==> src/sv/rsnp_pkg.sv <==
package rsnp_pkg;

  localparam int MaxSpheresDef = 1024;

  // Configuration port
  localparam int AddrW = 3;
  localparam int DataW = 32;
  localparam logic AddrSelEn   = 1'b0;
  localparam logic AddrMaxDist = 1'b1;

  // Item modes
  localparam logic [1:0] ModeOrigin = 2'd0;
  localparam logic [1:0] ModeDir    = 2'd1;
  localparam logic [1:0] ModeSphere = 2'd2;

  localparam logic [30:0] DistSat = 31'h7FFF_FFFF;

  // Sequencer lengths
  localparam int NumUops   = 26;
  localparam int SqrtIters = 64;
  localparam int DivIters  = 31;
  localparam int CtrCntW   = 6;
  localparam int StepW     = 5;

  // The accumulator holds a*r*r minus three 128-bit squares.
  localparam int AccW = 131;

  typedef enum logic [4:0] {
    OpD0, OpD1, OpD2, OpW0, OpW1, OpW2, OpR,
    OpALo, OpAHi, OpRLo, OpRHi,
    OpC0Lo, OpC0Hi, OpC1Lo, OpC1Hi, OpC2Lo, OpC2Hi
  } opnd_e;

  typedef enum logic [1:0] {Sh0, Sh32, Sh33, Sh64} shift_e;

  typedef enum logic [2:0] {DstNone, DstA, DstRr, DstC0, DstC1, DstC2, DstB} dest_e;

  typedef struct packed {
    opnd_e  opa;
    opnd_e  opb;
    shift_e sh;
    logic   neg;
    logic   first;
    dest_e  dst;
  } uop_t;

  typedef struct packed {
    logic             accept;
    logic             mul_issue;
    logic [StepW-1:0] step;
    logic             sqrt_init;
    logic             sqrt_step;
    logic             root;
    logic             div_step;
    logic             book;
    logic             finish;
  } cmd_t;

  typedef struct packed {
    logic needs_solve;
    logic last;
    logic out_busy;
  } sts_t;

  // Multiply-accumulate program for one sphere: a = d.d, r*r, the three
  // cross product terms, b = w.d, then a*r*r minus the squared cross terms.
  function automatic uop_t uop_at(input logic [StepW-1:0] step);
    uop_t u;
    case (step)
      5'd0:  u = '{OpD0,   OpD0,   Sh0,  1'b0, 1'b1, DstNone};
      5'd1:  u = '{OpD1,   OpD1,   Sh0,  1'b0, 1'b0, DstNone};
      5'd2:  u = '{OpD2,   OpD2,   Sh0,  1'b0, 1'b0, DstA};
      5'd3:  u = '{OpR,    OpR,    Sh0,  1'b0, 1'b1, DstRr};
      5'd4:  u = '{OpW1,   OpD2,   Sh0,  1'b0, 1'b1, DstNone};
      5'd5:  u = '{OpW2,   OpD1,   Sh0,  1'b1, 1'b0, DstC0};
      5'd6:  u = '{OpW2,   OpD0,   Sh0,  1'b0, 1'b1, DstNone};
      5'd7:  u = '{OpW0,   OpD2,   Sh0,  1'b1, 1'b0, DstC1};
      5'd8:  u = '{OpW0,   OpD1,   Sh0,  1'b0, 1'b1, DstNone};
      5'd9:  u = '{OpW1,   OpD0,   Sh0,  1'b1, 1'b0, DstC2};
      5'd10: u = '{OpW0,   OpD0,   Sh0,  1'b0, 1'b1, DstNone};
      5'd11: u = '{OpW1,   OpD1,   Sh0,  1'b0, 1'b0, DstNone};
      5'd12: u = '{OpW2,   OpD2,   Sh0,  1'b0, 1'b0, DstB};
      5'd13: u = '{OpALo,  OpRLo,  Sh0,  1'b0, 1'b1, DstNone};
      5'd14: u = '{OpALo,  OpRHi,  Sh32, 1'b0, 1'b0, DstNone};
      5'd15: u = '{OpAHi,  OpRLo,  Sh32, 1'b0, 1'b0, DstNone};
      5'd16: u = '{OpAHi,  OpRHi,  Sh64, 1'b0, 1'b0, DstNone};
      5'd17: u = '{OpC0Lo, OpC0Lo, Sh0,  1'b1, 1'b0, DstNone};
      5'd18: u = '{OpC0Lo, OpC0Hi, Sh33, 1'b1, 1'b0, DstNone};
      5'd19: u = '{OpC0Hi, OpC0Hi, Sh64, 1'b1, 1'b0, DstNone};
      5'd20: u = '{OpC1Lo, OpC1Lo, Sh0,  1'b1, 1'b0, DstNone};
      5'd21: u = '{OpC1Lo, OpC1Hi, Sh33, 1'b1, 1'b0, DstNone};
      5'd22: u = '{OpC1Hi, OpC1Hi, Sh64, 1'b1, 1'b0, DstNone};
      5'd23: u = '{OpC2Lo, OpC2Lo, Sh0,  1'b1, 1'b0, DstNone};
      5'd24: u = '{OpC2Lo, OpC2Hi, Sh33, 1'b1, 1'b0, DstNone};
      5'd25: u = '{OpC2Hi, OpC2Hi, Sh64, 1'b1, 1'b0, DstNone};
      default: u = '{OpD0, OpD0, Sh0, 1'b0, 1'b0, DstNone};
    endcase
    return u;
  endfunction

endpackage

==> src/sv/rsnp_ctrl.sv <==
module rsnp_ctrl (
  input  logic          clk_i,
  input  logic          rst_ni,
  input  logic          in_valid_i,
  output logic          in_ready_o,
  input  rsnp_pkg::sts_t sts_i,
  output rsnp_pkg::cmd_t cmd_o
);
  import rsnp_pkg::*;

  typedef enum logic [9:0] {
    StIdle   = 10'b00_0000_0001,
    StCheck  = 10'b00_0000_0010,
    StMul    = 10'b00_0000_0100,
    StMulW   = 10'b00_0000_1000,
    StSqInit = 10'b00_0001_0000,
    StSqrt   = 10'b00_0010_0000,
    StRoot   = 10'b00_0100_0000,
    StDiv    = 10'b00_1000_0000,
    StBook   = 10'b01_0000_0000,
    StFin    = 10'b10_0000_0000
  } state_e;

  state_e             state_q, state_d;
  logic [CtrCntW-1:0] cnt_q, cnt_d;

  always_comb begin
    state_d    = state_q;
    cnt_d      = cnt_q;
    cmd_o      = '0;
    in_ready_o = 1'b0;
    case (state_q)
      StIdle: begin
        in_ready_o = 1'b1;
        if (in_valid_i) begin
          cmd_o.accept = 1'b1;
          state_d      = StCheck;
        end
      end
      StCheck: begin
        cnt_d = '0;
        if (sts_i.needs_solve) begin
          state_d = StMul;
        end else begin
          state_d = StBook;
        end
      end
      StMul: begin
        cmd_o.mul_issue = 1'b1;
        cmd_o.step      = cnt_q[StepW-1:0];
        if (cnt_q == CtrCntW'(NumUops - 1)) begin
          state_d = StMulW;
        end else begin
          cnt_d = cnt_q + CtrCntW'(1);
        end
      end
      StMulW: begin
        state_d = StSqInit;
      end
      StSqInit: begin
        cmd_o.sqrt_init = 1'b1;
        cnt_d           = '0;
        state_d         = StSqrt;
      end
      StSqrt: begin
        cmd_o.sqrt_step = 1'b1;
        if (cnt_q == CtrCntW'(SqrtIters - 1)) begin
          state_d = StRoot;
        end else begin
          cnt_d = cnt_q + CtrCntW'(1);
        end
      end
      StRoot: begin
        cmd_o.root = 1'b1;
        cnt_d      = '0;
        state_d    = StDiv;
      end
      StDiv: begin
        cmd_o.div_step = 1'b1;
        if (cnt_q == CtrCntW'(DivIters - 1)) begin
          state_d = StBook;
        end else begin
          cnt_d = cnt_q + CtrCntW'(1);
        end
      end
      StBook: begin
        cmd_o.book = 1'b1;
        state_d    = sts_i.last ? StFin : StIdle;
      end
      StFin: begin
        // Hold the pick result until the output register is free.
        if (!sts_i.out_busy) begin
          cmd_o.finish = 1'b1;
          state_d      = StIdle;
        end
      end
      default: begin
        state_d = StIdle;
      end
    endcase
  end

  always_ff @(posedge clk_i or negedge rst_ni) begin
    if (!rst_ni) begin
      state_q <= StIdle;
      cnt_q   <= '0;
    end else begin
      state_q <= state_d;
      cnt_q   <= cnt_d;
    end
  end

endmodule

==> config.mk <==
export PLATFORM = sky130hd
export DESIGN_NAME = rsnp_ctrl
export DESIGN_NICKNAME = d
export VERILOG_FILES = /design/src/sv/rsnp_pkg.sv /design/src/sv/rsnp_ctrl.sv
export SDC_FILE = /design/constraint.sdc
export NUM_CORES = 1
export LEC_CHECK = 0
export ABC_AREA = 0
export BUFFER_PORTS_ARGS = -buffer_cell sky130_fd_sc_hd__buf_4
export CORE_ASPECT_RATIO = 2
export CORE_UTILIZATION = 28
export CTS_CLUSTER_SIZE = 12
export DETAILED_ROUTE_END_ITERATION = 8
export GPL_ROUTABILITY_DRIVEN = 0
export PLACE_DENSITY = 0.55
export SLEW_MARGIN = 0
export SYNTH_ARGS = -nofsm -noshare
export SYNTH_HDL_FRONTEND = slang
export SYNTH_SLANG_ARGS = --single-unit
==> constraint.sdc <==
create_clock -name clk_i -period 3.1 [get_ports clk_i]
set_input_delay 0.465 -clock clk_i [delete_from_list [all_inputs] [get_ports clk_i]]
set_output_delay 0.465 -clock clk_i [all_outputs]
set_load 0.1 [all_outputs]
-- Yosys cells after proc, flatten, opt, wreduce, memory -nomap -nowiden
Cells that the tools add are included.
- $add $sub $neg: 1
- mux-type cells: 23
- reduce and logical (&&, ||, !) cells: 4
- equality and inequality tests: 21
- operators with widths (kind ; number):
    case mux 10 bit (10 select lines) ; 1
    2-to-1 mux 10 bit ; 6
    2-to-1 mux 6 bit ; 4
    case mux 6 bit (4 select lines) ; 1
    != test 2 bit, second input constant ; 8
    == test 6 x 5 -> 1 bit, second input constant ; 2
    == test 10 x 1 -> 1 bit, second input constant ; 1
    == test 10 bit, second input constant ; 1
    == test 10 x 2 -> 1 bit, second input constant ; 1
    == test 10 x 3 -> 1 bit, second input constant ; 1
    == test 10 x 4 -> 1 bit, second input constant ; 1
    == test 10 x 5 -> 1 bit, second input constant ; 1
    == test 10 x 6 -> 1 bit, second input constant ; 1
    == test 10 x 7 -> 1 bit, second input constant ; 1
    == test 10 x 8 -> 1 bit, second input constant ; 1
    == test 10 x 9 -> 1 bit, second input constant ; 1
    2-to-1 mux 1 bit ; 10
    2-to-1 mux 9 bit ; 1
    adder 6 x 1 -> 6 bit, second input constant ; 1
    == test 6 bit, second input constant ; 1
    AND reduction 5 bit ; 1
    AND reduction 4 bit ; 1
    nonzero test 4 bit ; 1
    OR reduction 3 bit ; 1
- input bits: 6
- logic and storage cells: 51
- register bits after elaboration: 16

-- Longest topological paths before layout
Gate-level depths: netlist (run 1).
- depth in word-level cells: 4
- mapped depth: 7

-- Worst setup path after synthesis (run 1)
OpenSTA, ideal clock, no wires.
- path type: reg2out
- from: register state_q[1]
- to: output port cmd_o[0] (netlist bit)
- path buffers: 0
- cell stages (with the launch flop): 4
- slack: -1391 ps
- arrival: 4026 ps
- data required time: 2635 ps
- path through: dfrtp_1 nor4_4 and3_2 nor4bb_1
- RTL lines (item ; line ; text):
    from (decl) ; rsnp_ctrl.sv:24 ; state_e state_q, state_d;
    from (signal assigned) ; rsnp_ctrl.sv:105 ; state_q <= StIdle;
    from (signal assigned) ; rsnp_ctrl.sv:108 ; state_q <= state_d;
    to (decl) ; rsnp_ctrl.sv:7 ; output rsnp_pkg::cmd_t cmd_o

==> metrics.txt, run 1 <==
status finished, final reports clean; Num CTS Buffers 3; post-synthesis adder-cell area fraction 3.07%; sequential cell area 402 um^2; Top Ports 20; max_slew headroom 71.7%; Fin. Hold Viols 0; metal2 WL 2040 um; hold buffer count at CTS 0; R2R cell count 5; total core area 4130 um^2; Synth Instances 131; crit-path max FO 9; fin crit period 2.57 ns; share of synthesized registers carrying an async set or reset 100%; Mapped Nets 140; simple-gate portion of the synthesized area 43.1%; drc violations 0; YS warnings 0; Top Family by Delay on Critical Path simple AND/OR/NAND/NOR gates; # fillers 453; Avg Cell Area, Syn 9.34 um^2; Num Clock Sinks 16; Max Slew Vio Count 0; Post-synth EDFFs 0; unrepaired setup endpoints after global routing no; crit path from state_q[7]$_DFFE_PN0P_; largest family of logic cells by synthesized area simple AND/OR/NAND/NOR gates; Final ANT Viol Nets 0; critical path class reg2out; critical path required time 2.63 ns; post-DR vias/cell 5.67; multiplexer share of the synthesized area 2.56%; Post-Syn Area 1220 um^2; r2r setup slk 0.95 ns; largest stage delay on the critical path 0.49 ns; CP endpoint cmd_o[4]; Root Buffer clkbuf_8; Setup TNS Final 0 ns; r2r endpoint cnt_q[1]$_DFFE_PN0P_; Tcrit/Tclk final 82.9%; multi-input logic area 795 um^2; critical path, cell by cell nor4_4 > nand3_1 > nor2_1 > buf_4; DRT Pass-1 Iters 4; Met3 Wirelength 111 um; first-pass GRT wire length 5550 um; Synth Area in Compound Gates 13.2%; ys flop type dfrtp_1; Max Buffers Root-to-Sink 2; initial antenna violation count 0; Iter 0 DRT Violations 32; CTS resizes 0; Synth-to-Final Area Change 21.1%; hpwl dp 2890 um; Critical R2R Launch state_q[9]$_DFFE_PN0P_; Hold Path Class in2async; Max Clk Rate 389 MHz; Seq/Total Area, Yosys 32.8%; All-Layer GR Usage 16.1%; power per cell area 279 nW/um^2; grt ovf 0; DIE AREA 4650 um^2; fraction of layout cells with a size suffix above 1 28.7%; total power 0.413 mW; number of H-tree branching levels 1; postcts setup bufs 0; final setup vio count 0; Die Width 48.7 um; IO buf count 19; CP Data Arrival Time 2.10 ns; Initial Util 29.6%; Leak 0.680 nW; crit start category flop; diode count 0; via count 1145; row count 33; Crit-path slowest cell dfrtp_1; Setup Skew 0.000638 ns; top layer in use met4; number of global-route vias before repair 1205; M1 wire length 1150 um; nets 160; DR WL/cell 17.2 um; Routed WL 3480 um; Max Cap Viol 0; largest net degree at the start of global routing 17; CP Capture Type output pin; Die Ht 95.5 um; XOR/XNOR Fraction of Synth Area 1.43%; Worst-Skew Late Latency 0.26 ns; worst vdd ir 222 uV; Worst-path clk slew 0.07 ns; Worst Path Buf+Inv 1; Stages on worst setup path 4; CTS tree built; #FFs+latches synth 16; Tightest Pin Transition 0.422 ns; Yosys cell types 47
## state kept, by name, summed over array words and instances, names as in the netlist
name     flops
state_q     10
cnt_q        6
## worst reg2reg max path: cells and delay by family (launching register included)
kind,cells,cell delay [ns]
mux,1,0.23
compound gates,2,0.68
simple gates,2,0.69
flops,1,0.48
## per-stage QoR
step                      area (um^2)  util (%)  setup slack, ns  hold WS [ns]  std cells
after floorplan                  1240         -           -0.293         0.169        131
after global placement           1430      34.5            0.841         0.345        198
after detailed placement         1430      34.5            0.806         0.344        198
after CTS                        1480      35.9            0.519        0.0654        202
after global routing             1480      35.9            0.410        0.0703        202
final                            1480      35.9            0.531        0.0586        202
## routing by layer
layer  track usage (%)  vias to the layer above
li1                  -                      533
met5                 0                        -
met3              3.67                       18
met1              13.0                      559
met4              12.7                        0
met2              31.9                       35
## worst min-delay path by stage
stage | slack, ns | start | end
5_1_grt | 0.07 | rst_ni | cnt_q[0]$_DFFE_PN0P_
4_1_cts | 0.07 | rst_ni | cnt_q[1]$_DFFE_PN0P_
3_3_place_gp | 0.35 | rst_ni | cnt_q[5]$_DFFE_PN0P_
2_1_floorplan | 0.17 | rst_ni | cnt_q[0]$_DFFE_PN0P_
6_report | 0.06 | rst_ni | cnt_q[5]$_DFFE_PN0P_
3_5_place_dp | 0.34 | rst_ni | cnt_q[4]$_DFFE_PN0P_
## cells in the final DEF (no fill, tap or decap), types with 3 or more instances in the layout
cell and count:
and2_1 9, and4_2 4, dfrtp_1 15, inv_1 6, nand3_1 11, nor3_1 5
nand2b_1 4, ha_1 3, and3_1 3, buf_4 19, o41ai_1 3, nand4_1 3
o31ai_1 3, nor2_1 9, clkbuf_8 4, nand2_1 6
## Yosys cell counts (all sizes together), types with 3 or more instances
master	number	share of area (%)
ha	3	3.1
nand3	12	5.3
nand2b	4	2.0
nor4	5	6.0
inv	6	1.8
nor3	5	2.0
o41ai	3	2.1
nand2	6	1.8
nand4	3	1.5
and3	6	3.7
nor2	10	3.1
and4	4	3.3
nor4bb	3	2.5
and2	9	4.6
o31ai	3	1.8
dfrtp	15	31
## power by group
group | internal, mW | total (mW) | switching, mW
clock network | 0.113 | 0.194 | 0.0806
registers | 0.209 | 0.209 | 0
logic | 0.00437 | 0.0102 | 0.00583
## cell families (layout without fill, tap and decap cells)
logic type	Yosys count	in the layout
buf+inv	10	29
mux	3	3
fa+ha+maj	3	3
xor+xnor	2	2
flops	16	16
compound gates	18	18
simple gates	79	79
## final cells by class
type / instances / share of cell area (%)
clock buffer: 4 / 3.72
inverter: 6 / 1.52
multi-input combinational: 105 / 53.6
sequential: 16 / 27.1
tap: 52 / 4.39
timing repair buffer: 19 / 9.63
Power figures use the tool's default switching activity.
==> run 2, diff against run 1 <==
ABC_AREA = 1   (was 0)
PLACE_DENSITY = 0.57   (was 0.55)
clock period = 2.35 ns   (was 3.1 ns; I/O delays follow)
==> run 2 against run 1 <==
  * Final area up 6.5%
  * Die area up 5.8%
  * Clock-buffer cell count unchanged
  * Area after synthesis up 6.0%
  * Via count up 8.5%
  * Clock power up 31%
  * Worst hold slack better by 0.29 ns
  * Critical path depth up 2
  * Synthesized cell count up 48%
  * Wire length down 3.8%
==> metrics.txt, run 2 <==
Crit-path slowest cell dfrtp_1; DR WL/cell 12.3 um (-29%); Max Buffers Root-to-Sink 2 (unchanged); max_slew headroom 76.5% (+4.8 points); Avg Cell Area, Syn 6.69 um^2 (-28%); fin crit period 2.07 ns; Synth area leaders dfrtp_1, nand2_1, inv_1, nor2_1, nand3_1; multi-input logic area 754 um^2 (-5.0%); post-synthesis adder-cell area fraction 2.89% (-0.17 points); first-pass GRT wire length 5600 um (+0.86%); Top Family by Delay on Critical Path simple AND/OR/NAND/NOR gates; Top reg by flops state_q; commonest non-fill, non-tap cell in the layout nand2_1; unrepaired setup endpoints after global routing no; crit-path most repeated cell nor2_2; All-Layer GR Usage 15.3% (-0.85 points); Max Clk Rate 482 MHz; Final ANT Viol Nets 0 (unchanged); multiplexer share of the synthesized area 0% (-2.6 points); Worst Slack Setup Final 0.276 ns (-0.255 ns); final setup vio count 0 (unchanged); worst vdd ir 549 uV (+150%); Synth Instances 194 (+48%); nets 228 (+43%); grt ovf 0 (unchanged); Comb pwr share 62.0% (+60 points); Sw Ratio 55.1% (+34 points); Post-synth EDFFs 0 (unchanged); sequential cell area 402 um^2 (unchanged); Tightest Pin Transition 0.349 ns (-0.0721 ns); Synth-to-Final Area Change 21.6%; Iter 0 DRT Violations 14 (-56%); status finished, final reports clean; Synth Area in Compound Gates 2.31% (-11 points); Initial Util 29.6% (about the same); via count 1242 (+8.5%); hpwl dp 2830 um (-2.2%); Worst Path Buf+Inv 2 (+1); Die Ht 98.3 um (+2.9%); Synth top cells by count nand2_1, inv_1, nor2_1, nand3_1, dfrtp_1; YS warnings 0 (unchanged); critical path, cell by cell nor2_2 > nand2_2 > nor2_2 > nand2_1 > inv_1 > buf_4; IO buf count 19 (unchanged); CTS tree built; Max Cap Viol 0 (unchanged); Final Util 36.0% (+0.13 points); largest family of logic cells by synthesized area simple AND/OR/NAND/NOR gates; DRT Pass-1 Iters 4 (unchanged); total core area 4380 um^2 (+6.1%); drc violations 0 (unchanged); Yosys top cell by area dfrtp_1; row count 34 (+3.0%); crit-path max FO 5 (-4); total power 1.90 mW (+360%); largest net degree at the start of global routing 17 (unchanged); #FFs+latches synth 16 (unchanged); XOR/XNOR Fraction of Synth Area 2.70% (+1.3 points); Max Slew Vio Count 0 (unchanged); Mapped Nets 203 (+45%); sequential share of power 24.7% (-26 points); Regs by FF count state_q: 10 flops, cnt_q: 6 flops; crit start category flop; # fillers 488 (+7.7%); area share of the largest cell type after synthesis 28.9% (-1.7 points); Die Width 50.1 um (+2.9%); CP Data Arrival Time 1.72 ns (-0.38 ns); critical path required time 2.00 ns (-0.63 ns); Worst-Skew Late Latency 0.25 ns (about the same); Num Clock Sinks 16 (unchanged); number of global-route vias before repair 1237 (+2.7%); simple-gate portion of the synthesized area 49.9% (+6.7 points); Leak 0.955 nW (+40%); fraction of layout cells with a size suffix above 1 24.3% (-4.4 points); critical path class reg2out; Tcrit/Tclk final 88.2%; Post-Syn Area 1300 um^2 (+6.0%); Clock Power Share 13.4% (-34 points); Num CTS Buffers 3 (unchanged); Seq/Total Area, Yosys 31.0% (-1.9 points); postcts setup bufs 0 (unchanged); CP Capture Type output pin; diode count 0 (unchanged); Fin. Hold Viols 0 (unchanged); Int Power 0.855 mW (+160%); Yosys cell types 24 (-49%); Top Ports 20 (unchanged); share of synthesized registers carrying an async set or reset 100% (unchanged); Worst-path clk slew 0.07 ns (about the same); Hold Path Class in2reg; largest stage delay on the critical path 0.41 ns (-0.08 ns); post-DR vias/cell 4.57 (-19%); top-count cell post-synth nand2_1; Routed WL 3350 um (-3.8%); initial antenna violation count 0 (unchanged); switching power 1.05 mW (+1100%); DIE AREA 4930 um^2 (+5.8%); Setup Skew 0.00580 ns (+0.00516 ns); hold_ws 0.345 ns (+0.286 ns); power per cell area 1210 nW/um^2 (+330%); Root Buffer clkbuf_8; number of H-tree branching levels 1 (unchanged); commonest non-fill, non-tap cells in the layout nand2_1, inv_1, nor2_1, buf_4, nand3_1; pre-CTS setup slack 0.538 ns (-0.268 ns); ys flop type dfrtp_1; max reg flops 10 (unchanged)
run 2: final timing paths:
check	from	end	slack, ns	cells after the start
setup / recovery	state_q[1]$_DFFE_PN0P_	cmd_o[2]	0.28	6
hold / removal	sts_i[2]	state_q[2]$_DFFE_PN0P_	0.34	3
setup reg to reg	cnt_q[0]$_DFFE_PN0P_	state_q[5]$_DFFE_PN0P_	0.57	10
hold reg to reg	state_q[0]$_DFFE_PN1P_	state_q[0]$_DFFE_PN1P_	0.55	2
max in group asynchronous	rst_ni	state_q[0]$_DFFE_PN1P_	1.60	2
min in group asynchronous	rst_ni	cnt_q[4]$_DFFE_PN0P_	0.49	2
run 2: area by class of cell:
| cell class | instances | area share, % |
|---|---|---|
| Tap cell | 54 | 4.28 |
| Multi-Input combinational cell | 139 | 47.8 |
| Sequential cell | 16 | 25.5 |
| Timing Repair Buffer | 20 | 9.67 |
| Inverter | 39 | 9.28 |
| Clock buffer | 4 | 3.49 |
run 2: cell families (layout without fill, tap and decap cells):
logic type	Yosys count	in the layout
AO/OA/AOI/OAI	6	6
XOR/XNOR	4	4
adder cells (fa/ha/maj)	3	3
buffers and inverters	39	63
flip-flops	16	16
AND/OR/NAND/NOR	126	126
run 2: timing repair:
| action | 4_1_cts | 5_1_grt |
|---|---|---|
| hold buffers | 1 | 0 |
| resized for setup | 0 | 0 |
| hold endpoints to repair | 15 | 0 |
run 2: worst min-delay path, cell delays in order:
cell	delay, ns
buf_4	0.08
nand2_1	0.06
nand2_1	0.06
run 2: layer usage:
metal | global-route usage [%] | wire length [um] | vias to the layer above
met5 | 0 | 0 | -
met4 | 10.8 | 174 | 0
met3 | 1.56 | 89 | 14
met2 | 29.1 | 1950 | 28
met1 | 14.0 | 1140 | 559
li1 | - | - | 641
run 2: stage by stage:
stage | setup TNS [ns] | instance area (um^2) | cells
2_1_floorplan | -0.898 | 1300 | 194
3_3_place_gp | 0 | 1510 | 267
3_5_place_dp | 0 | 1510 | 267
4_1_cts | 0 | 1580 | 272
5_1_grt | 0 | 1580 | 272
6_report | 0 | 1580 | 272
run 2: power by group through the flow:
stage	sequential [mW]	clock [mW]	combinational (mW)
2_1_floorplan	0.446	0	0.968
3_3_place_gp	0.473	0	1.18
3_5_place_dp	0.475	0	1.19
4_1_cts	0.469	0.264	1.20
5_1_grt	0.480	0.270	1.32
6_report	0.470	0.255	1.18
